--- src/dtc_fifo.sv ---
// Small synchronous queue used between the front end, the back end and the result port.
`default_nettype none
module dtc_fifo #(
   parameter int WIDTH = 8,
   parameter int DEPTH = 4
) (
   input  wire logic             clock,
   input  wire logic             reset,
   input  wire logic             push,
   input  wire logic [WIDTH-1:0] wdata,
   output logic                  full,
   input  wire logic             pop,
   output logic [WIDTH-1:0]      rdata,
   output logic                  empty
);
   localparam int AW = (DEPTH > 1) ? $clog2(DEPTH) : 1;

   logic [WIDTH-1:0] store_ff [DEPTH];
   logic [AW-1:0]    wr_ptr_ff, wr_ptr_in;
   logic [AW-1:0]    rd_ptr_ff, rd_ptr_in;
   logic [AW:0]      count_ff, count_in;
   logic             do_push, do_pop;

   assign full    = (count_ff == AW'(0) + (AW+1)'(DEPTH));
   assign empty   = (count_ff == '0);
   assign do_push = push && !full;
   assign do_pop  = pop && !empty;
   assign rdata   = store_ff[rd_ptr_ff];

   always_comb begin
      wr_ptr_in = wr_ptr_ff;
      rd_ptr_in = rd_ptr_ff;
      count_in  = count_ff;
      if (do_push) begin
         wr_ptr_in = (wr_ptr_ff == AW'(DEPTH - 1)) ? '0 : wr_ptr_ff + AW'(1);
      end
      if (do_pop) begin
         rd_ptr_in = (rd_ptr_ff == AW'(DEPTH - 1)) ? '0 : rd_ptr_ff + AW'(1);
      end
      if (do_push && !do_pop) begin
         count_in = count_ff + (AW+1)'(1);
      end else if (do_pop && !do_push) begin
         count_in = count_ff - (AW+1)'(1);
      end
   end

   always_ff @(posedge clock) begin
      if (reset) begin
         wr_ptr_ff <= '0;
         rd_ptr_ff <= '0;
         count_ff  <= '0;
      end else begin
         wr_ptr_ff <= wr_ptr_in;
         rd_ptr_ff <= rd_ptr_in;
         count_ff  <= count_in;
      end
   end

   always_ff @(posedge clock) begin
      if (do_push) begin
         store_ff[wr_ptr_ff] <= wdata;
      end
   end

endmodule
`default_nettype wire

--- config.mk ---
export PLATFORM = sky130hd
export DESIGN_NAME = dtc_fifo
export DESIGN_NICKNAME = d
export VERILOG_FILES = /design/src/dtc_fifo.sv
export SDC_FILE = /design/constraint.sdc
export NUM_CORES = 1
export LEC_CHECK = 0
export BUFFER_PORTS_ARGS = -buffer_cell sky130_fd_sc_hd__buf_2
export CAP_MARGIN = 5
export CORE_MARGIN = 1.5
export CORE_UTILIZATION = 25
export CTS_CLUSTER_DIAMETER = 40
export CTS_CLUSTER_SIZE = 20
export DETAILED_ROUTE_END_ITERATION = 10
export GPL_TIMING_DRIVEN = 0
export SYNTH_ARGS = -nofsm -noshare
export SYNTH_HDL_FRONTEND = slang
export SYNTH_SLANG_ARGS = --single-unit
--- constraint.sdc ---
create_clock -name clock -period 2.51 [get_ports clock]
set_input_delay 0.502 -clock clock [delete_from_list [all_inputs] [get_ports clock]]
set_output_delay 0.502 -clock clock [all_outputs]
set_load 0.02 [all_outputs]
==> impl_metrics.csv, run 1 <==
group,metric,value,unit
run_status,status,"finished clean",
clock_tree,numCtsBuffers,5,
sta,max_slew_margin,64.3,%
pwr,power.density,932,mW/mm^2
floorplanning,io_pins,22,
critical_path,cp-start-kind,"register",
logic_synthesis,yosysSeqAreaShare,69.4,%
place,dp_hpwl,2.02,mm
sta,tightest_slew,0.536,ns
layout,area_growth,16.8,%
layout,n_fill_cell,619,
sta,grt_setup_unrepaired,"no",
logic_synthesis,netlist_instances,92,
clock_tree,clock_latency,0.28,ns
critical_path,cp_max_fo,7,
route,num_vias,853,
floorplanning,start_util,25.9,%
global_route,overflow,0,
sta,slew_violations,0,
sta,setup_slack,0.166,ns
logic_synthesis,yosysUniqueCellTypes,26,
critical_path,crit_cells,10,
global_route,grt_pass1_wl,4.37,mm
global_route,track_usage,8.24,%
layout,nNetsFinal,138,
place,post-place-ws,0.155,ns
floorplanning,die_area,0.00708,sq mm
logic_synthesis,yosys_warnings,0,
pwr,vdd_drop_max,0.463,mV
critical_path,crit_type,"reg -> reg",
place,port_buffers,20,
floorplanning,die_h,84.1,um
layout,drive_above_1_share,37.8,%
clock_tree,ctsHoldBuffers,0,
critical_path,r2r_cells,10,
global_route,grt_antenna_before_repair,0,
floorplanning,die_w,84.1,um
logic_synthesis,synth_nets,111,
pwr,leakage,0.693,nW
critical_path,setup.worst_path.end_class,"register",
sta,fin_setup_tns,0,ns
clock_tree,clkTransAtPathRegs,0.07,ns
global_route,grt_max_degree,13,
floorplanning,rows,29,
critical_path,startpoint,"count_ff[0]",
route,wl_per_cell,13.9,um
route,drtPass1Iterations,4,
layout,antenna_cells,0,
route,drtAntennaViolNets,0,
logic_synthesis,synth_area,0.00165,sq mm
clock_tree,cts-resized-gates,0,
route,vias_per_cell,4.35,
place,dpl_cell_area,0.00184,sq mm
layout,postLayoutCellArea,0.00192,sq mm
critical_path,worstReg2RegEnd,"count_ff[2]",
place,globalplace.congestion,0.676,
sta,hold_viol_final,0,
critical_path,r2r-start,"count_ff[0]",
critical_path,crit_slowest_cell,"dfxtp_1",
logic_synthesis,ys_ff_latch,41,
sta,final.setup_skew,0.00344,ns
route,routed_wl,2.73,mm
layout,fin_cells,196,
layout,seq_area,0.00114,sq mm
clock_tree,clock-root-buffer,"clkbuf_8",
route,drc_errors,0,
sta,setup_viol,0,
critical_path,cp_data_required_time,2.72,ns
critical_path,cp_slowest_stage_delay,0.45,ns
sta,period_needed,2.34,ns
critical_path,critPathTopFamily,"simple AND/OR/NAND/NOR gates",
layout,postLayoutCoreUtil,30.3,%
floorplanning,coreArea,0.00635,sq mm
worst_hold_path,hold_class,"in -> reg",
run,cap_violations,0,
global_route,grt_pass1_vias,941,
clock_tree,clk_path_buf_depth,2,
pwr,finalPower,1.79,mW
layout,multi_input_area,457,sq um
route,first_iter_violations,39,
clock_tree,cts_max_level,2,
sta,fmax,427,MHz
critical_path,cp.arrival,2.55,ns
sta,finalCritPeriodShare,93.4,%
critical_path,critPathCapture,"count_ff[2]",
critical_path,path_cells,"or3b_1 > buf_6 > clkinv_4 > nor2_2 > ha_1 > inv_1 > fa_1 > xor2_1 > or3_2 > a21oi_1",
logic_synthesis,synth_area_per_cell,17.9,sq um
clock_tree,cts_tree,"built",
place,dp_cells,189,
sta,holdWs,0.436,ns
clock_tree,post_cts_buffers,0,
critical_path,path_buf_inv,3,
critical_path,ff2ff_setup_slack,0.17,ns
clock_tree,cts_sinks,41,
-- worst min-delay path by stage --
stage	startpoint	end	slack [ns]	depth (start not counted)
6_report	wdata[0]	store_ff[2][0]	0.44	1
5_1_grt	wdata[0]	store_ff[2][0]	0.42	1
4_1_cts	wdata[2]	store_ff[2][2]	0.42	1
3_5_place_dp	rd_ptr_ff[0]	rd_ptr_ff[0]	0.49	2
3_3_place_gp	rd_ptr_ff[0]	rd_ptr_ff[0]	0.48	2
2_1_floorplan	rd_ptr_ff[0]	register	0.46	2
-- cell families after synthesis --
| logic type | Yosys count | synth area share [%] |
|---|---|---|
| compound gates | 7 | 3.04 |
| xor+xnor | 2 | 1.06 |
| fa+ha+maj | 7 | 5.78 |
| buf+inv | 9 | 2.89 |
| flops | 41 | 69.4 |
| mux | 10 | 12.2 |
| simple gates | 16 | 5.70 |
-- sequential cells by signal, indices dropped and copies added (netlist names), named ones only --
register / flops
rd_ptr_ff: 2
wr_ptr_ff: 2
store_ff: 32
count_ff: 3
-- layer usage --
layer	up-vias	wire (um)	GRT usage [%]
met4	0	0	2.68
met1	422	1120	8.53
li1	405	-	-
met3	0	175	4.15
met5	-	0	0
met2	26	1430	14.5
-- final cells by class --
cell class / instances / share of cell area (%)
clock inverters: 2 / 0.586
plain buffers: 4 / 1.24
inverters: 5 / 1.24
repair buffers: 20 / 5.21
multi-input cells: 42 / 23.8
well taps: 77 / 5.01
clock buffers: 5 / 3.58
flip-flops and latches: 41 / 59.4
-- cell usage after synthesis --
| master | n | area, sq um |
|---|---|---|
| edfxtp_1 | 32 | 961 |
| dfxtp_1 | 9 | 180 |
| mux4_2 | 8 | 180 |
| ha_1 | 6 | 75.1 |
| and3_2 | 4 | 30.0 |
| inv_1 | 4 | 15.0 |
| a21oi_1 | 3 | 15.0 |
| nor2_1 | 3 | 11.3 |
| mux2i_1 | 2 | 20.0 |
| nand3_1 | 2 | 10.0 |
| nor3_1 | 2 | 10.0 |
| o31ai_2 | 2 | 25.0 |
| xor2_1 | 2 | 17.5 |
| buf_1 | 1 | 3.75 |
| buf_2 | 1 | 5.00 |
| buf_6 | 1 | 11.3 |
| clkbuf_1 | 1 | 3.75 |
| clkinv_4 | 1 | 8.76 |
| fa_1 | 1 | 20.0 |
| nand2_1 | 1 | 3.75 |
| nor2_2 | 1 | 6.26 |
| o21ai_0 | 1 | 5.00 |
| o21ai_1 | 1 | 5.00 |
| or3_1 | 1 | 6.26 |
| or3_2 | 1 | 7.51 |
| or3b_1 | 1 | 8.76 |
-- report_power, final --
group          internal [mW]  total (mW)  switching [mW]
Combinational          0.234       0.532           0.297
Clock                  0.186       0.382           0.196
Sequential             0.828       0.879          0.0504
Total                   1.25        1.79           0.544
-- cell usage in the layout, fill, tap and decap left out, drive strengths merged --
cell type / instances
edfxtp: 32
buf: 23
dfxtp: 9
mux4: 8
ha: 6
clkbuf: 6
inv: 4
and3: 4
nor2: 4
a21oi: 3
nor3: 2
o31ai: 2
xor2: 2
nand3: 2
mux2i: 2
clkinv: 2
or3: 2
o21ai: 2
or3b: 1
nand2: 1
fa: 1
clkinvlp: 1
Note: power is estimated with default switching activity, not from simulation.
==> inputs of run 2 (changes only) <==
Settings changed: SETUP_SLACK_MARGIN set to 0.4.
==> impl_metrics.csv, run 2 (synthesis results as in run 1) <==
group,metric,value,unit
sta,tightest_slew,0.392,ns
critical_path,critPathCapture,"count_ff[2]",
critical_path,r2r-start,"count_ff[2]",
critical_path,crit_type,"reg -> reg",
global_route,overflow,0,
clock_tree,clock-root-buffer,"clkbuf_8",
clock_tree,cts_sinks,41,
floorplanning,die_h,84.1,um
place,dpl_cell_area,0.00185,sq mm
global_route,grt_pass1_wl,4.64,mm
critical_path,ff2ff_setup_slack,0.42,ns
layout,postLayoutCellArea,0.00200,sq mm
route,first_iter_violations,42,
pwr,power.density,946,mW/mm^2
critical_path,cp-start-kind,"register",
clock_tree,clkTransAtPathRegs,0.07,ns
critical_path,critPathTopFamily,"simple AND/OR/NAND/NOR gates",
sta,grt_setup_unrepaired,"yes",
layout,fin_cells,200,
clock_tree,clock_latency,0.28,ns
sta,hold_viol_final,0,
critical_path,path_buf_inv,3,
layout,area_growth,21.3,%
sta,setup_viol,0,
layout,drive_above_1_share,44.7,%
sta,slew_violations,0,
route,wl_per_cell,14.0,um
critical_path,cp_slowest_stage_delay,0.36,ns
clock_tree,cts_max_level,2,
clock_tree,numCtsBuffers,5,
worst_hold_path,hold_class,"in -> reg",
global_route,grt_pass1_vias,963,
critical_path,worstReg2RegEnd,"count_ff[2]",
route,num_vias,866,
sta,final.setup_skew,0.00405,ns
place,port_buffers,20,
critical_path,setup.worst_path.end_class,"register",
floorplanning,die_area,0.00708,sq mm
global_route,grt_antenna_before_repair,0,
run_status,status,"finished clean",
floorplanning,coreArea,0.00635,sq mm
critical_path,cp_max_fo,5,
layout,antenna_cells,0,
critical_path,cp.arrival,2.29,ns
critical_path,path_cells,"or3b_1 > buf_6 > clkinv_4 > nor2_4 > ha_2 > inv_1 > fa_2 > xor2_1 > or3_4 > a21oi_2",
pwr,vdd_drop_max,0.445,mV
critical_path,crit_slowest_cell,"dfxtp_4",
sta,setup_slack,0.422,ns
run,cap_violations,0,
floorplanning,rows,29,
critical_path,startpoint,"count_ff[2]",
floorplanning,die_w,84.1,um
critical_path,cp_data_required_time,2.72,ns
layout,nNetsFinal,141,
critical_path,r2r_cells,10,
sta,fin_setup_tns,0,ns
layout,layout_commonest_cell,"edfxtp_1",
layout,top_regs,"store_ff x32, count_ff x3",
floorplanning,io_pins,22,
layout,layout_common_cells,"32 x edfxtp_1, 20 x buf_2, 8 x mux4_2, 6 x dfxtp_1, 6 x clkbuf_8",
route,drtPass1Iterations,4,
route,routed_wl,2.80,mm
sta,period_needed,2.09,ns
route,vias_per_cell,4.33,
sta,max_slew_margin,73.9,%
place,dp_hpwl,2.08,mm
place,post-place-ws,0.218,ns
route,drtAntennaViolNets,0,
sta,finalCritPeriodShare,83.2,%
critical_path,crit_cells,10,
pwr,leakage,0.722,nW
place,globalplace.congestion,0.627,
pwr,finalPower,1.89,mW
global_route,grt_max_degree,13,
route,drc_errors,0,
place,dp_cells,189,
sta,fmax,479,MHz
layout,regMostFlops,"store_ff",
floorplanning,start_util,25.9,%
clock_tree,cts_tree,"built",
clock_tree,clk_path_buf_depth,2,
global_route,track_usage,8.59,%
layout,largest_reg_flops,32,
==> run 2: cell types whose count changed in the layout (fill, tap and decap cells not counted), sizes merged <==
cell	change
buf	+2
clkinvlp	-1
clkbuf	+4
clkinv	-1
==> run 2: what timing repair did <==
| item | in CTS | in global routing |
|---|---|---|
| pin swaps | 1 | 3 |
| setup endpoints to repair | 7 | 9 |
| gates resized for setup | 8 | 2 |
| buffers inserted | 2 | 1 |
| hold buffers | 0 | 0 |
==> run 2: worst min-delay path by stage <==
stage                  from              to  slack, ns  cells past startpoint
6_report           wdata[1]  store_ff[3][1]       0.43                      1
2_1_floorplan  rd_ptr_ff[0]        register       0.46                      2
3_5_place_dp   rd_ptr_ff[0]        register       0.49                      2
5_1_grt            wdata[6]  store_ff[3][6]       0.42                      1
3_3_place_gp   rd_ptr_ff[0]    rd_ptr_ff[0]       0.48                      2
4_1_cts            wdata[1]  store_ff[3][1]       0.42                      1
==> run 2: metal layers <==
metal,up-vias,routed length [um],GRT usage (%)
li1,412,-,-
met1,434,1080,8.91
met2,18,1580,16.3
met3,2,121,2.77
met4,0,13,2.68
met5,-,0,0
==> run 2: power by group <==
group / internal, mW / total, mW / switching, mW / leakage [nW]
Combinational: 0.270 / 0.578 / 0.308 / 0.308
Sequential: 0.838 / 0.893 / 0.0559 / 0.369
Clock: 0.224 / 0.417 / 0.193 / 0.0455
Total: 1.33 / 1.89 / 0.557 / 0.722
==> run 2: per-stage QoR <==
step,hold slack [ns],utilization (%)
after global placement,0.477,29.2
final,0.434,31.4
after detailed placement,0.494,29.2
after global routing,0.422,31.4
after CTS,0.423,31.2
after floorplan,0.463,-
==> run 2: layout make-up <==
cell class	count	area (sq um)
buffer	4	27.5
clock buffer	8	90.1
fill	605	4350
inverter	5	23.8
multi-input combinational	42	483
sequential	41	1150
tap	77	96.3
timing repair buffer	23	123
==> run 2: worst reg2reg max path: cells and delay by family (launching register included) <==
family,cells,cell delay [ns]
and+or+nand+nor,3,0.61
adders and majority gates,2,0.54
DFF,1,0.36
buffers and inverters,3,0.21
xor gates and xnor gates,1,0.16
AOI/OAI and AO/OA,1,0.14
==> inputs of run 3 (changes only) <==
Settings changed: ABC_AREA set to 1.
Clock period 2.51 ns to 1.82 ns, I/O delays scaled along.
==> impl_metrics.csv, run 3 <==
group,metric,value,unit
run_status,status,"finished, violations left",
run_status,violations,"design-rule violations",
clock_tree,clock-root-buffer,"clkbuf_8",
clock_tree,clk_path_buf_depth,2,
sta,fmax,603,MHz
sta,slew_violations,0,
clock_tree,cts_tree,"built",
logic_synthesis,yosysUniqueCellTypes,19,
route,vias_per_cell,4.36,
critical_path,worstReg2RegEnd,"count_ff[2]",
logic_synthesis,ys_ff_latch,41,
logic_synthesis,synth_nets,166,
pwr,vdd_drop_max,0.922,mV
logic_synthesis,async_flop_share,0,%
clock_tree,cts_max_level,2,
logic_synthesis,ys_top_cells_by_area,"edfxtp_1 57%, dfxtp_1 11%, nor2_1 7.3%, ha_1 4.4%, o21ai_0 3.8%",
place,dp_cells,245,
route,routed_wl,3.56,mm
layout,seq_area,0.00116,sq mm
floorplanning,rows,29,
layout,antenna_cells,0,
logic_synthesis,yosys.area.top_type,"edfxtp_1",
floorplanning,die_area,0.00729,sq mm
floorplanning,start_util,26.3,%
critical_path,crit_type,"reg -> out",
clock_tree,clock_latency,0.30,ns
clock_tree,clkTransAtPathRegs,0.07,ns
place,dp_hpwl,2.20,mm
layout,postLayoutCellArea,0.00252,sq mm
layout,largest_reg_flops,32,
pwr,leakage,0.981,nW
layout,n_fill_cell,607,
critical_path,cp.arrival,1.29,ns
critical_path,ff2ff_setup_slack,0.17,ns
logic_synthesis,synth-main-ff-cell,"edfxtp_1",
critical_path,r2r_cells,12,
sta,setup_viol,0,
layout,fin_cells,269,
worst_hold_path,whs_path_depth,2,
route,drc_errors,3,
run,cap_violations,0,
critical_path,cp-start-kind,"register",
logic_synthesis,yosysTopAreaCellShare,56.6,%
clock_tree,ctsHoldBuffers,0,
logic_synthesis,yosysSeqAreaShare,67.3,%
layout,nNetsFinal,210,
sta,period_needed,1.66,ns
layout,multi_input_area,668,sq um
logic_synthesis,synth_area,0.00170,sq mm
logic_synthesis,ys_top_cells_by_count,"33 x nor2_1, 32 x edfxtp_1, 17 x inv_1",
logic_synthesis,netlist_instances,147,
floorplanning,io_pins,22,
place,dpl_cell_area,0.00194,sq mm
critical_path,setup.worst_path.end_class,"primary output",
global_route,grt_antenna_before_repair,0,
floorplanning,die_h,85.4,um
global_route,grt_pass1_vias,1202,
sta,hold_viol_final,0,
global_route,grt_pass1_wl,5.58,mm
sta,tightest_slew,0.291,ns
logic_synthesis,synth_edf_count,32,
critical_path,cp_slowest_stage_delay,0.39,ns
layout,area_growth,48.7,%
layout,top_regs,"store_ff x32, count_ff x3",
sta,max_slew_margin,80.5,%
global_route,track_usage,10.3,%
route,wl_per_cell,13.2,um
layout,drive_above_1_share,49.5,%
critical_path,crit_slowest_cell,"dfxtp_4",
place,port_buffers,21,
route,drtPass1Iterations,7,
sta,fin_setup_tns,0,ns
logic_synthesis,yosysMostFrequentCell,"nor2_1",
critical_path,r2r-start,"count_ff[1]",
critical_path,cp_max_fo,6,
sta,finalCritPeriodShare,91.1,%
logic_synthesis,yosys_warnings,0,
critical_path,cp_data_required_time,1.46,ns
clock_tree,numCtsBuffers,5,
layout,regMostFlops,"store_ff",
critical_path,path_cells,"inv_8 > buf_12 > nor2_4 > o22ai_2 > buf_6",
route,drtAntennaViolNets,0,
clock_tree,cts_sinks,41,
floorplanning,coreArea,0.00646,sq mm
worst_hold_path,hold_class,"in -> reg",
global_route,grt_max_degree,15,
sta,final.setup_skew,0.0128,ns
route,num_vias,1172,
place,globalplace.congestion,0.702,
worst_hold_path,hold_start,"reset",
pwr,finalPower,3.93,mW
route,first_iter_violations,53,
layout,layout_commonest_cell,"edfxtp_1",
logic_synthesis,synth_area_per_cell,11.5,sq um
floorplanning,die_w,85.4,um
pwr,power.density,1560,mW/mm^2
worst_hold_path,hold_path_end,"count_ff[0]",
layout,layout_common_cells,"32 x edfxtp_1, 22 x nor2_1, 13 x o21ai_2, 12 x inv_1, 12 x buf_4",
global_route,overflow,0,
sta,grt_setup_unrepaired,"yes",
[run 3: cells by family after synthesis]
group / count (synthesis) / share of synthesized area, %
buf+inv: 20 / 5.31
compound gates: 27 / 9.22
flops: 41 / 67.3
fa+ha+maj: 7 / 5.60
simple gates: 51 / 12.1
xor+xnor: 1 / 0.516
[run 3: worst max path at each step]
stage,start,depth (start not counted),slack (ns),endpoint
2_1_floorplan,count_ff[0],9,0.25,count_ff[1]
3_3_place_gp,count_ff[0],4,0.15,store_ff[3][6]
4_1_cts,count_ff[1],12,0.18,count_ff[2]
3_5_place_dp,count_ff[0],11,0.11,count_ff[2]
6_report,register,5,0.16,rdata[0]
5_1_grt,count_ff[1],12,0.06,count_ff[2]
[run 3: through the flow]
stage / utilization, % / setup WS (ns) / hold WS [ns]
after detailed placement: 30.0 / 0.112 / 0.518
after global routing: 39.1 / 0.0556 / 0.234
final: 39.1 / 0.161 / 0.237
after CTS: 35.7 / 0.181 / 0.226
after global placement: 30.0 / 0.150 / 0.518
after floorplan: - / 0.248 / 0.427
[run 3: final cells by class]
type,count,area share [%]
plain buffers,2,1.39
clock buffers,5,2.73
clock inverters,3,2.73
inverters,18,3.27
multi-input cells,86,26.5
flip-flops and latches,41,45.9
well taps,77,3.82
repair buffers,37,13.7
[run 3: power by group]
group / total (mW) / leakage (nW) / switching, mW / internal [mW]
clock network: 0.878 / 0.0687 / 0.325 / 0.552
registers: 1.32 / 0.371 / 0.142 / 1.18
logic: 1.73 / 0.542 / 0.887 / 0.846
total: 3.93 / 0.981 / 1.35 / 2.58
[run 3: per-layer routing]
metal | track usage (%) | share of wire (%) | routed length, um
met2 | 17.8 | 49 | 1760
met5 | 0 | 0 | 0
met1 | 11.8 | 44 | 1560
met4 | 4.40 | 1.6 | 57
met3 | 3.02 | 5.0 | 178
[run 3: what timing repair did]
action,4_1_cts,5_1_grt
pin swaps,14,13
setup endpoints to repair,44,36
buffers inserted,10,4
cloned,1,1
resized for setup,51,40
hold endpoints to repair,0,0
[run 3: critical path, delay by kind of cell (launching register included)]
kind                   cells  cell delay, ns
AOI/OAI and AO/OA          1            0.20
buffers and inverters      3            0.38
DFF                        1            0.39
and+or+nand+nor            1            0.03
