--- src/dtc_pkg.sv ---
// Shared types and constants of the depthwise transposed 1D convolution block.
`default_nettype none
package dtc_pkg;

   localparam int MAX_CHANNELS = 64;
   localparam int MAX_TAPS     = 16;
   localparam int MAX_ROW      = 4096;

   localparam int CH_W   = $clog2(MAX_CHANNELS);
   localparam int TAP_W  = $clog2(MAX_TAPS);
   localparam int POS_W  = $clog2(MAX_ROW);
   localparam int OPOS_W = 13;
   localparam int VAL_W  = 16;
   localparam int ACC_W  = 40;
   localparam int PROD_W = 2 * VAL_W;
   localparam int CC_W   = 7;
   localparam int KW_W   = 5;
   localparam int ADDR_W = TAP_W + CH_W;

   localparam logic CSR_CHANNEL_COUNT = 1'b0;
   localparam logic CSR_KERNEL_WIDTH  = 1'b1;

   localparam logic OP_KERNEL = 1'b0;
   localparam logic OP_SAMPLE = 1'b1;

   typedef struct packed {
      logic                    op;
      logic [CH_W-1:0]         channel;
      logic [TAP_W-1:0]        tap;
      logic signed [VAL_W-1:0] value;
      logic                    row_end;
      logic [POS_W-1:0]        position;
      logic [KW_W-1:0]         taps;
   } cmd_type;

   typedef struct packed {
      logic signed [ACC_W-1:0] out_value;
      logic [CH_W-1:0]         out_channel;
      logic [OPOS_W-1:0]       out_position;
      logic                    last;
   } rsp_type;

   typedef enum logic [2:0] {
      BK_IDLE,
      BK_READ,
      BK_MUL,
      BK_ACC,
      BK_EMIT
   } bk_state_type;

endpackage
`default_nettype wire

--- src/dtc_front.sv ---
// Front end: configuration registers, position tracking and command formation.
`default_nettype none
module dtc_front
   import dtc_pkg::*;
(
   input  wire logic                    clock,
   input  wire logic                    reset,
   input  wire logic                    csr_valid,
   output logic                         csr_ready,
   input  wire logic                    csr_index,
   input  wire logic [CC_W-1:0]         csr_data,
   input  wire logic                    accept,
   input  wire logic                    op,
   input  wire logic [CH_W-1:0]         channel,
   input  wire logic [TAP_W-1:0]        tap,
   input  wire logic signed [VAL_W-1:0] value,
   input  wire logic                    row_end,
   output cmd_type                      cmd
);
   logic [CC_W-1:0]  channel_count_ff, channel_count_in;
   logic [KW_W-1:0]  kernel_width_ff, kernel_width_in;
   logic [POS_W-1:0] position_ff, position_in;
   logic [CC_W-1:0]  eff_channels;
   logic [KW_W-1:0]  eff_taps;
   logic             last_channel;

   assign csr_ready = 1'b1;

   always_comb begin
      if (channel_count_ff == '0) begin
         eff_channels = CC_W'(1);
      end else if (channel_count_ff > CC_W'(MAX_CHANNELS)) begin
         eff_channels = CC_W'(MAX_CHANNELS);
      end else begin
         eff_channels = channel_count_ff;
      end
      if (kernel_width_ff == '0) begin
         eff_taps = KW_W'(1);
      end else if (kernel_width_ff > KW_W'(MAX_TAPS)) begin
         eff_taps = KW_W'(MAX_TAPS);
      end else begin
         eff_taps = kernel_width_ff;
      end
   end

   assign last_channel = ({1'b0, channel} == eff_channels - CC_W'(1));

   always_comb begin
      channel_count_in = channel_count_ff;
      kernel_width_in  = kernel_width_ff;
      if (csr_valid) begin
         unique case (csr_index)
            CSR_CHANNEL_COUNT: channel_count_in = csr_data;
            CSR_KERNEL_WIDTH:  kernel_width_in  = csr_data[KW_W-1:0];
            default: ;
         endcase
      end
   end

   // The position moves on after the last channel of a position, and restarts on a row end.
   always_comb begin
      position_in = position_ff;
      if (accept && op == OP_SAMPLE && last_channel) begin
         if (row_end || position_ff == POS_W'(MAX_ROW - 1)) begin
            position_in = '0;
         end else begin
            position_in = position_ff + POS_W'(1);
         end
      end
   end

   always_comb begin
      cmd.op       = op;
      cmd.channel  = channel;
      cmd.tap      = tap;
      cmd.value    = value;
      cmd.row_end  = row_end;
      cmd.position = position_ff;
      cmd.taps     = eff_taps;
   end

   always_ff @(posedge clock) begin
      if (reset) begin
         channel_count_ff <= CC_W'(1);
         kernel_width_ff  <= KW_W'(1);
         position_ff      <= '0;
      end else begin
         channel_count_ff <= channel_count_in;
         kernel_width_ff  <= kernel_width_in;
         position_ff      <= position_in;
      end
   end

endmodule
`default_nettype wire

--- config.mk ---
export PLATFORM = sky130hd
export DESIGN_NAME = dtc_front
export DESIGN_NICKNAME = d
export VERILOG_FILES = /design/src/dtc_pkg.sv /design/src/dtc_front.sv
export SDC_FILE = /design/constraint.sdc
export NUM_CORES = 1
export LEC_CHECK = 0
export BUFFER_PORTS_ARGS = -buffer_cell sky130_fd_sc_hd__buf_4
export CAP_MARGIN = 20
export CORE_MARGIN = 2
export CORE_UTILIZATION = 49
export CTS_CLUSTER_SIZE = 16
export DETAILED_ROUTE_END_ITERATION = 8
export HOLD_SLACK_MARGIN = 0.05
export PLACE_DENSITY = 0.85
export SETUP_SLACK_MARGIN = 0.4
export SLEW_MARGIN = 10
export SYNTH_ARGS = -nofsm -noshare
export SYNTH_HDL_FRONTEND = slang
export SYNTH_SLANG_ARGS = --single-unit
--- constraint.sdc ---
create_clock -name clock -period 4.38 [get_ports clock]
set_clock_uncertainty 0.05 [all_clocks]
set_input_delay 0.876 -clock clock [delete_from_list [all_inputs] [get_ports clock]]
set_output_delay 0.876 -clock clock [all_outputs]
set_load 0.03 [all_outputs]
==> flow_summary.yaml, run 1 <==
run_status:
  status: "complete, no violations"
logic_synthesis:
  async_reset_ff_share_pct: 0
  yosysWarnings: 0
  synth_cell_types: 49
  ys_ff_latch: 24
  synth-edff-count: 0
  seq_area_frac_synth_pct: 27.8
  synth_nets: 258
  synthCells: 216
  avgSynthCellArea_sq_um: 7.99
  netlist_area_sq_mm: 0.00173
  synth-main-ff-cell: "dfxtp_1"
grt:
  grt_pass1_wl_microns: 6110
  grt_max_degree: 23
  grt_antenna_before_repair: 0
  grt_pass1_vias: 1440
  grt_usage_pct: 18.1
  overflow: 0
placement:
  numPortBuffers: 44
  dpl.hpwl_microns: 2720
  dp_slack_ns: 1.46
  place_area_sq_mm: 0.00181
  place_congestion: 0.861
floorplanning:
  die_area_sq_mm: 0.00401
  coreArea_sq_mm: 0.00336
  ioPinCount: 86
  rows: 21
  die_h_microns: 63.4
  start_util_pct: 51.3
  die_w_microns: 63.4
setup_path:
  critPathLaunch: "channel_count_ff[6]$_SDFFE_PP0P_"
  cp.arrival_ns: 3.22
  slowest_delay_ns: 0.54
  r2r_start: "channel_count_ff[6]$_SDFFE_PP0P_"
  crit_chain: "inv_1, a22oi_1, ha_1, xor2_1, mux2i_1, o31ai_1, nor2_1, and3_2, a32o_1"
  critPathRequiredTime_ns: 4.59
  crit_type: "flop to flop"
  slowest_stage: "nor2_1"
  worst-path-max-fanout: 11
  cp-end-kind: "flop"
  critPathLaunchType: "flop"
power:
  p_leak_nw: 0.754
  ir_drop_v: 0.000167
  p_per_area_mw_per_mm2: 232
layout:
  n_antenna_cell: 0
  seq_area_sq_um: 480
  nFillCells: 325
  design_area_sq_mm: 0.00183
  drive_above_1_share_pct: 25.8
  final_nets: 265
  multi_input_area_sq_um: 931
  area_growth_pct: 6.16
  final_common_cell: "buf_4"
  layout_common_cells: "buf_4 (44), nand2_1 (29), dfxtp_1 (24)"
timing:
  fin_crit_sh_pct: 68.6
  tightest_slew_ns: 0.935
  slew_viol_final: 0
  layout_setup_ws_ns: 1.37
  max_freq_ghz: 0.333
  rsz0062_at_grt: "no"
  tns_ns: 0
  finalSetupViolations: 0
  relSlewSlack_pct: 37.7
  hold_viol: 0
  min_period_ns: 3.01
route:
  dr.pass1.iters: 4
  wire_per_inst_microns: 13.7
  drc: 0
  viasPerCell: 5.86
  postRouteWirelength_microns: 3650
  drt_iter0_markers: 91
  vias: 1565
  ant_nets: 0
cts:
  cts_root_buf: "clkbuf_4"
  clkLatencyLatePin_ns: 0.31
  clkTransAtPathRegs_ns: 0.12
  numCtsBuffers: 3
  ctsHoldBuffers: 0
  htreeDepth: 1
  cts_sinks: 24
  cts_tree: "done"
  cts.path.max_buffers: 2
  post-cts-setup-buffers: 0
  ctsResizeCount: 0
hold_path:
  min_from: "kernel_width_ff[1]$_SDFFE_PP0P_"
  hp-class: "flop to flop"
run:
  drv_cap: 0
[cell type report]
| class | instances | area share (%) |
|---|---|---|
| multi-input cells | 147 | 50.8 |
| flip-flops and latches | 24 | 26.2 |
| repair buffers | 44 | 18.0 |
| well taps | 46 | 3.14 |
| clock buffers | 3 | 1.23 |
| inverters | 3 | 0.614 |
[state kept, by name (all words and copies together) (netlist names)]
| register | cells |
|---|---|
| position_ff | 12 |
| channel_count_ff | 7 |
| kernel_width_ff | 5 |
[layer usage]
layer,track usage (%),part of all wire [%],routed length [microns],vias to the layer above
met5,0,0,0,-
met4,9.24,2.2,81,0
met3,1.79,7.7,282,10
met2,28.8,46,1670,71
met1,24.3,44,1620,717
li1,-,-,-,767
[power by group]
group	total, mW	internal, mW	switching, mW
sequential	0.230	0.224	0.00618
combinational	0.103	0.0423	0.0605
clock	0.0931	0.0321	0.0610
total	0.426	0.298	0.128
[through the flow]
step / util [%] / hold slack, ns / power [mW] / cells
finish: 54.5 / 0.425 / 0.426 / 267
global route: 54.5 / 0.463 / 0.453 / 267
detailed placement: 53.8 / 0.409 / 0.337 / 264
global placement: 53.8 / 0.408 / 0.335 / 264
CTS: 54.5 / 0.426 / 0.429 / 267
floorplan: - / 0.391 / 0.347 / 216
[Yosys cell counts (2+ instances only)]
cell	number	area share, %
nor4_1	3	1.1
or3_1	2	0.72
nor2b_1	7	2.5
xor2_1	3	1.5
buf_1	2	0.43
a31oi_1	3	1.1
nand3_1	14	4.1
nor3_1	9	2.6
buf_4	30	13
nor2_1	8	1.7
ha_1	2	1.4
and4bb_2	2	1.4
nor3b_1	4	1.7
o21ba_2	2	1.2
and3_1	3	1.1
a32o_1	8	4.6
or2_2	2	0.72
buf_6	3	2.0
a21oi_1	11	3.2
mux2i_1	2	1.2
nand2_1	29	6.3
clkbuf_1	5	1.1
o2111ai_1	5	2.5
dfxtp_1	24	28
inv_1	3	0.65
a21o_1	2	0.87
o31ai_1	3	1.3
nand4_1	4	1.4
[kinds of logic (layout without fill, tap and decap cells)]
family | after synthesis | in the layout | synth area share, %
simple gates | 92 | 92 | 27.8
compound gates | 45 | 45 | 20.4
buf+inv | 45 | 50 | 18.3
flops | 24 | 24 | 27.8
xor+xnor | 5 | 5 | 2.97
fa+ha+maj | 2 | 2 | 1.45
mux | 2 | 2 | 1.16
other cells | 1 | 1 | 0.217
[critical path, delay by kind of cell, from the launching register on]
kind                     cells  cell delay, ns
adder cells (fa/ha/maj)      1            0.33
AO/OA/AOI/OAI                3            0.58
AND/OR/NAND/NOR              2            0.96
flip-flops                   1            0.48
XOR/XNOR                     1            0.20
buffers and inverters        1            0.16
multiplexers                 1            0.21
[path summary, 6_finish.rpt]
check,depth (start not counted),slack (ns),endpoint
setup / recovery,9,1.37,position_ff[9]$_SDFFE_PP0P_
hold / removal,2,0.43,kernel_width_ff[1]$_SDFFE_PP0P_
setup reg to reg,9,1.37,position_ff[9]$_SDFFE_PP0P_
hold reg to reg,2,0.43,kernel_width_ff[1]$_SDFFE_PP0P_
Note: power is estimated with default switching activity, not from simulation.
==> run 2: changes to the inputs <==
Settings changed: CORE_UTILIZATION 49 to 46, PLACE_DENSITY 0.85 to 0.8.
Clock period 4.38 ns to 2.8 ns, I/O delays scaled along.
==> run 2 against run 1 <==
Final area rose by 13%; first-iteration DRC count grew 13%; largest cell class unchanged; power rose by 100%; via count increased by 3.3%; final cell count increased by 6.0%; critical endpoint unchanged; non-clock buffer count up 13; register-to-register slack got worse by 0.99 ns; critical path depth rose by 1; utilization increased by 2.3 points; maximum frequency is 25% higher; largest power group unchanged; clock power grew to 3.3 times the previous value.
==> flow_summary.yaml, run 2 (synthesis results as in run 1) <==
cts:
  ctsHoldBuffers: 0
  numCtsBuffers: 3
  cts_sinks: 24
  cts_tree: "done"
  clkTransAtPathRegs_ns: 0.09
  htreeDepth: 1
  cts_root_buf: "clkbuf_8"
  cts.path.max_buffers: 2
  clkLatencyLatePin_ns: 0.27
floorplanning:
  start_util_pct: 47.5
  die_w_microns: 65.3
  ioPinCount: 86
  coreArea_sq_mm: 0.00363
  die_h_microns: 65.3
  rows: 22
  die_area_sq_mm: 0.00426
route:
  vias: 1616
  drc: 0
  wl_met3_microns: 240
  wire_per_inst_microns: 14.7
  viasPerCell: 5.71
  postRouteWirelength_microns: 4170
  drt_iter0_markers: 103
  ant_nets: 0
  top_layer: "met4"
  dr.pass1.iters: 4
  wl_met1_microns: 1860
  route.met2.wl_microns: 2000
placement:
  dp_slack_ns: 0.141
  dpl.hpwl_microns: 2750
  place_congestion: 0.827
  place_area_sq_mm: 0.00184
  numPortBuffers: 44
run_status:
  status: "complete, no violations"
hold_path:
  min_from: "kernel_width_ff[2]$_SDFFE_PP0P_"
  hp-class: "flop to flop"
  hold_path_depth: 2
setup_path:
  critPathLaunchType: "flop"
  worst-path-max-fanout: 8
  critPathLaunch: "channel_count_ff[6]$_SDFFE_PP0P_"
  crit_end: "position_ff[9]$_SDFFE_PP0P_"
  cp.arrival_ns: 2.53
  reg2reg_slack_ns: 0.39
  crit_type: "flop to flop"
  r2r_start: "channel_count_ff[6]$_SDFFE_PP0P_"
  reg2reg_depth: 10
  r2r-end: "position_ff[9]$_SDFFE_PP0P_"
  cp-end-kind: "flop"
  critPathRequiredTime_ns: 2.92
grt:
  grt_pass1_wl_microns: 6240
  grt_usage_pct: 18.1
  grt_antenna_before_repair: 0
  grt_pass1_vias: 1419
  overflow: 0
  grt_max_degree: 23
layout:
  final_nets: 278
  multi_input_area_sq_um: 1000
  seq_area_sq_um: 485
  area_growth_pct: 19.5
  design_area_sq_mm: 0.00206
  layout_common_cells: "buf_4 (56), nand2_1 (29), dfxtp_1 (22)"
  final_common_cell: "buf_4"
  nFillCells: 347
  n_antenna_cell: 0
  drive_above_1_share_pct: 35.7
  largest_reg_flops: 12
  top_regs: "position_ff x12, channel_count_ff x7, kernel_width_ff x5"
  regMostFlops: "position_ff"
power:
  ir_drop_v: 0.000170
  p_leak_nw: 0.846
  p_seq_share_pct: 41.9
  intPower_mw: 0.628
  p_sw_mw: 0.233
  swShare_pct: 27.0
  p_per_area_mw_per_mm2: 417
  power_frac_comb_pct: 22.5
  clkPwrFrac_pct: 35.6
timing:
  layout_setup_ws_ns: 0.388
  hold_viol: 0
  finalSetupViolations: 0
  rsz0062_at_grt: "yes"
  min_period_ns: 2.41
  max_freq_ghz: 0.415
  slew_viol_final: 0
  tns_ns: 0
  fin_crit_sh_pct: 86.1
run:
  drv_cap: 0
run 2: worst max-delay path, stage by stage, from the launching register on:
cell	delay [ns]
dfxtp_4	0.40
clkinvlp_4	0.13
a22oi_2	0.26
ha_4	0.21
xor2_2	0.16
mux2i_1	0.10
o31ai_2	0.28
nor2_2	0.11
buf_4	0.15
and3_4	0.20
a32o_1	0.24
run 2: layer usage:
layer | track usage [%] | vias to the layer above
met3 | 2.05 | 11
met4 | 7.03 | 0
li1 | - | 794
met2 | 30.6 | 57
met1 | 23.5 | 754
met5 | 0 | -
run 2: worst min path at each step:
stage | end | slack, ns
floorplan | kernel_width_ff[0]$_SDFFE_PP1P_ | 0.39
global placement | kernel_width_ff[3]$_SDFFE_PP0P_ | 0.41
detailed placement | kernel_width_ff[3]$_SDFFE_PP0P_ | 0.41
CTS | kernel_width_ff[3]$_SDFFE_PP0P_ | 0.43
global route | kernel_width_ff[2]$_SDFFE_PP0P_ | 0.45
finish | kernel_width_ff[2]$_SDFFE_PP0P_ | 0.43
run 2: layout make-up:
| type | count | share of cell area, % |
|---|---|---|
| Tap cell | 48 | 2.91 |
| Multi-Input combinational cell | 147 | 48.5 |
| Sequential cell | 24 | 23.5 |
| Timing Repair Buffer | 57 | 20.9 |
| Clock buffer | 3 | 2.00 |
| Clock inverter | 1 | 1.46 |
| Inverter | 3 | 0.728 |
run 2: power groups by stage:
stage                     logic (mW)  clock network, mW  registers, mW
after floorplan                0.180                  0          0.364
after global placement         0.163                  0          0.367
after detailed placement       0.165                  0          0.368
after CTS                      0.178              0.308          0.360
after global routing           0.209              0.322          0.362
final                          0.193              0.306          0.361
run 2: timing repair:
action / CTS / global route
setup endpoints to repair: 12 / 12
gates resized for setup: 8 / 12
gates cloned: 0 / 1
setup buffers: 3 / 6
pin swaps: 3 / 14
run 2: through the flow:
| stage | utilization, % | hold WS (ns) | cells | total power, mW |
|---|---|---|---|---|
| after floorplan | - | 0.391 | 216 | 0.544 |
| after global placement | 50.7 | 0.408 | 269 | 0.530 |
| after detailed placement | 50.7 | 0.413 | 269 | 0.533 |
| after CTS | 54.3 | 0.428 | 276 | 0.845 |
| after global routing | 56.8 | 0.452 | 283 | 0.893 |
| final | 56.8 | 0.427 | 283 | 0.860 |
==> run 3: changes to the inputs <==
Settings changed: CELL_PAD_IN_SITES_DETAIL_PLACEMENT set to 1, CELL_PAD_IN_SITES_GLOBAL_PLACEMENT set to 2, CORE_UTILIZATION 46 to 25, CTS_BUF_LIST set to sky130_fd_sc_hd__clkbuf_8, PLACE_DENSITY 0.8 to unset, PLACE_DENSITY_LB_ADDON set to 0.1.
==> run 3 against run 2 <==
Flip-flop and latch count stayed put; die area is 78% higher; hold slack better by 0.0070 ns; critical path type unchanged; critical path depth is 1 lower; clock power is 5% higher; critical endpoint is now position_ff[8]$_SDFFE_PP0P_; sequential power hardly changed; worst setup slack better by 0.047 ns.
==> flow_summary.yaml, run 3 (synthesis results as in run 1) <==
timing:
  hold_slack_ns: 0.434
  hold_viol: 0
  rsz0062_at_grt: "yes"
  finalSetupViolations: 0
  min_period_ns: 2.36
  slew_viol_final: 0
  fin_crit_sh_pct: 84.5
  max_freq_ghz: 0.423
  tns_ns: 0
layout:
  final_common_cell: "buf_4"
  drive_above_1_share_pct: 38.6
  layout_common_cells: "buf_4 (54), nand2_1 (29), dfxtp_1 (23)"
  multi_input_area_sq_mm: 0.00107
  design_area_sq_mm: 0.00220
  regMostFlops: "position_ff"
  n_antenna_cell: 0
  largest_reg_flops: 12
  final_nets: 279
  area_growth_pct: 27.4
  top_regs: "position_ff x12, channel_count_ff x7, kernel_width_ff x5"
  seq_area_sq_um: 484
  nFillCells: 805
run:
  drv_cap: 0
grt:
  grt_max_degree: 23
  grt_pass1_wl_microns: 8390
  overflow: 0
  grt_pass1_vias: 1683
  grt_usage_pct: 13.8
  grt_antenna_before_repair: 0
floorplanning:
  die_w_microns: 87.1
  die_h_microns: 87.1
  rows: 30
  start_util_pct: 25.6
  ioPinCount: 86
  coreArea_sq_mm: 0.00676
  die_area_sq_mm: 0.00759
setup_path:
  r2r_start: "channel_count_ff[6]$_SDFFE_PP0P_"
  critPathLaunchType: "flop"
  cp-end-kind: "flop"
  critPathRequiredTime_ns: 2.94
  crit_type: "flop to flop"
  critPathTopFamily: "compound AO/OA/AOI/OAI gates"
  crit_chain: "clkinvlp_4, a22oi_2, ha_4, xor2_2, mux2i_1, o31ai_2, nand4bb_4, o31a_1, o21a_1"
  worst-path-max-fanout: 7
  slowest_stage: "dfxtp_4"
  cp_num_buf_inv: 1
  critPathLaunch: "channel_count_ff[6]$_SDFFE_PP0P_"
  cp.arrival_ns: 2.50
  slowest_delay_ns: 0.40
route:
  postRouteWirelength_microns: 5330
  wire_per_inst_microns: 16.9
  vias: 1672
  drc: 0
  dr.pass1.iters: 4
  drt_iter0_markers: 71
  viasPerCell: 5.29
  ant_nets: 0
placement:
  dpl.hpwl_microns: 3970
  place_area_sq_mm: 0.00191
  numPortBuffers: 44
  place_congestion: 0.728
power:
  p_per_area_mw_per_mm2: 408
  total_power_mw: 0.898
  p_leak_nw: 0.861
  ir_drop_v: 0.000143
cts:
  numCtsBuffers: 3
  cts_sinks: 24
  cts.path.max_buffers: 2
  cts_root_buf: "clkbuf_8"
  clkLatencyLatePin_ns: 0.28
  clkTransAtPathRegs_ns: 0.10
  cts_tree: "done"
  ctsHoldBuffers: 0
  htreeDepth: 1
hold_path:
  hp-class: "flop to flop"
  min_from: "kernel_width_ff[1]$_SDFFE_PP0P_"
run_status:
  status: "complete, no violations"
-- run 3: what timing repair did --
item | CTS | global route
setup buffers | 3 | 5
resized for setup | 14 | 15
pin swaps | 4 | 20
endpoints found under the hold margin | 0 | 0
endpoints found under the setup margin | 12 | 12
-- run 3: final cells by class --
cell class | count | share of cell area (%)
multi-input cells | 147 | 48.6
flip-flops and latches | 24 | 22.0
repair buffers | 58 | 20.9
well taps | 80 | 4.55
clock buffers | 3 | 1.88
clock inverters | 1 | 1.37
inverters | 3 | 0.683
-- run 3: power by group --
part,switching (mW),total (mW),internal (mW)
combinational,0.120,0.216,0.0958
sequential,0.0100,0.359,0.349
clock,0.131,0.322,0.192
total,0.261,0.898,0.637
-- run 3: final timing paths --
check                                     to  slack (ns)  cells after the start
min reg2reg  kernel_width_ff[1]$_SDFFE_PP0P_        0.43                      2
max reg2reg      position_ff[8]$_SDFFE_PP0P_        0.44                      9
max              position_ff[8]$_SDFFE_PP0P_        0.44                      9
min          kernel_width_ff[1]$_SDFFE_PP0P_        0.43                      2
-- run 3: layer usage --
metal / GRT usage, % / routed length (microns) / vias to the layer above
met5: 0 / 0 / -
met4: 5.03 / 193 / 0
met3: 3.03 / 250 / 29
met2: 24.9 / 2760 / 42
met1: 15.9 / 2130 / 807
li1: - / - / 794
-- run 3: worst min-delay path: cells and delay by family, from the launching register on --
| family | cells | cell delay, ns |
|---|---|---|
| AOI/OAI and AO/OA | 1 | 0.05 |
| DFF | 1 | 0.33 |
| and+or+nand+nor | 1 | 0.06 |
-- run 3: stage by stage --
stage,worst slack [ns],cells,utilization (%)
after global placement,0.203,304,28.2
after global routing,0.274,316,32.6
final,0.435,316,32.6
after floorplan,0.428,216,-
after detailed placement,0.0672,304,28.2
after CTS,0.389,311,30.5
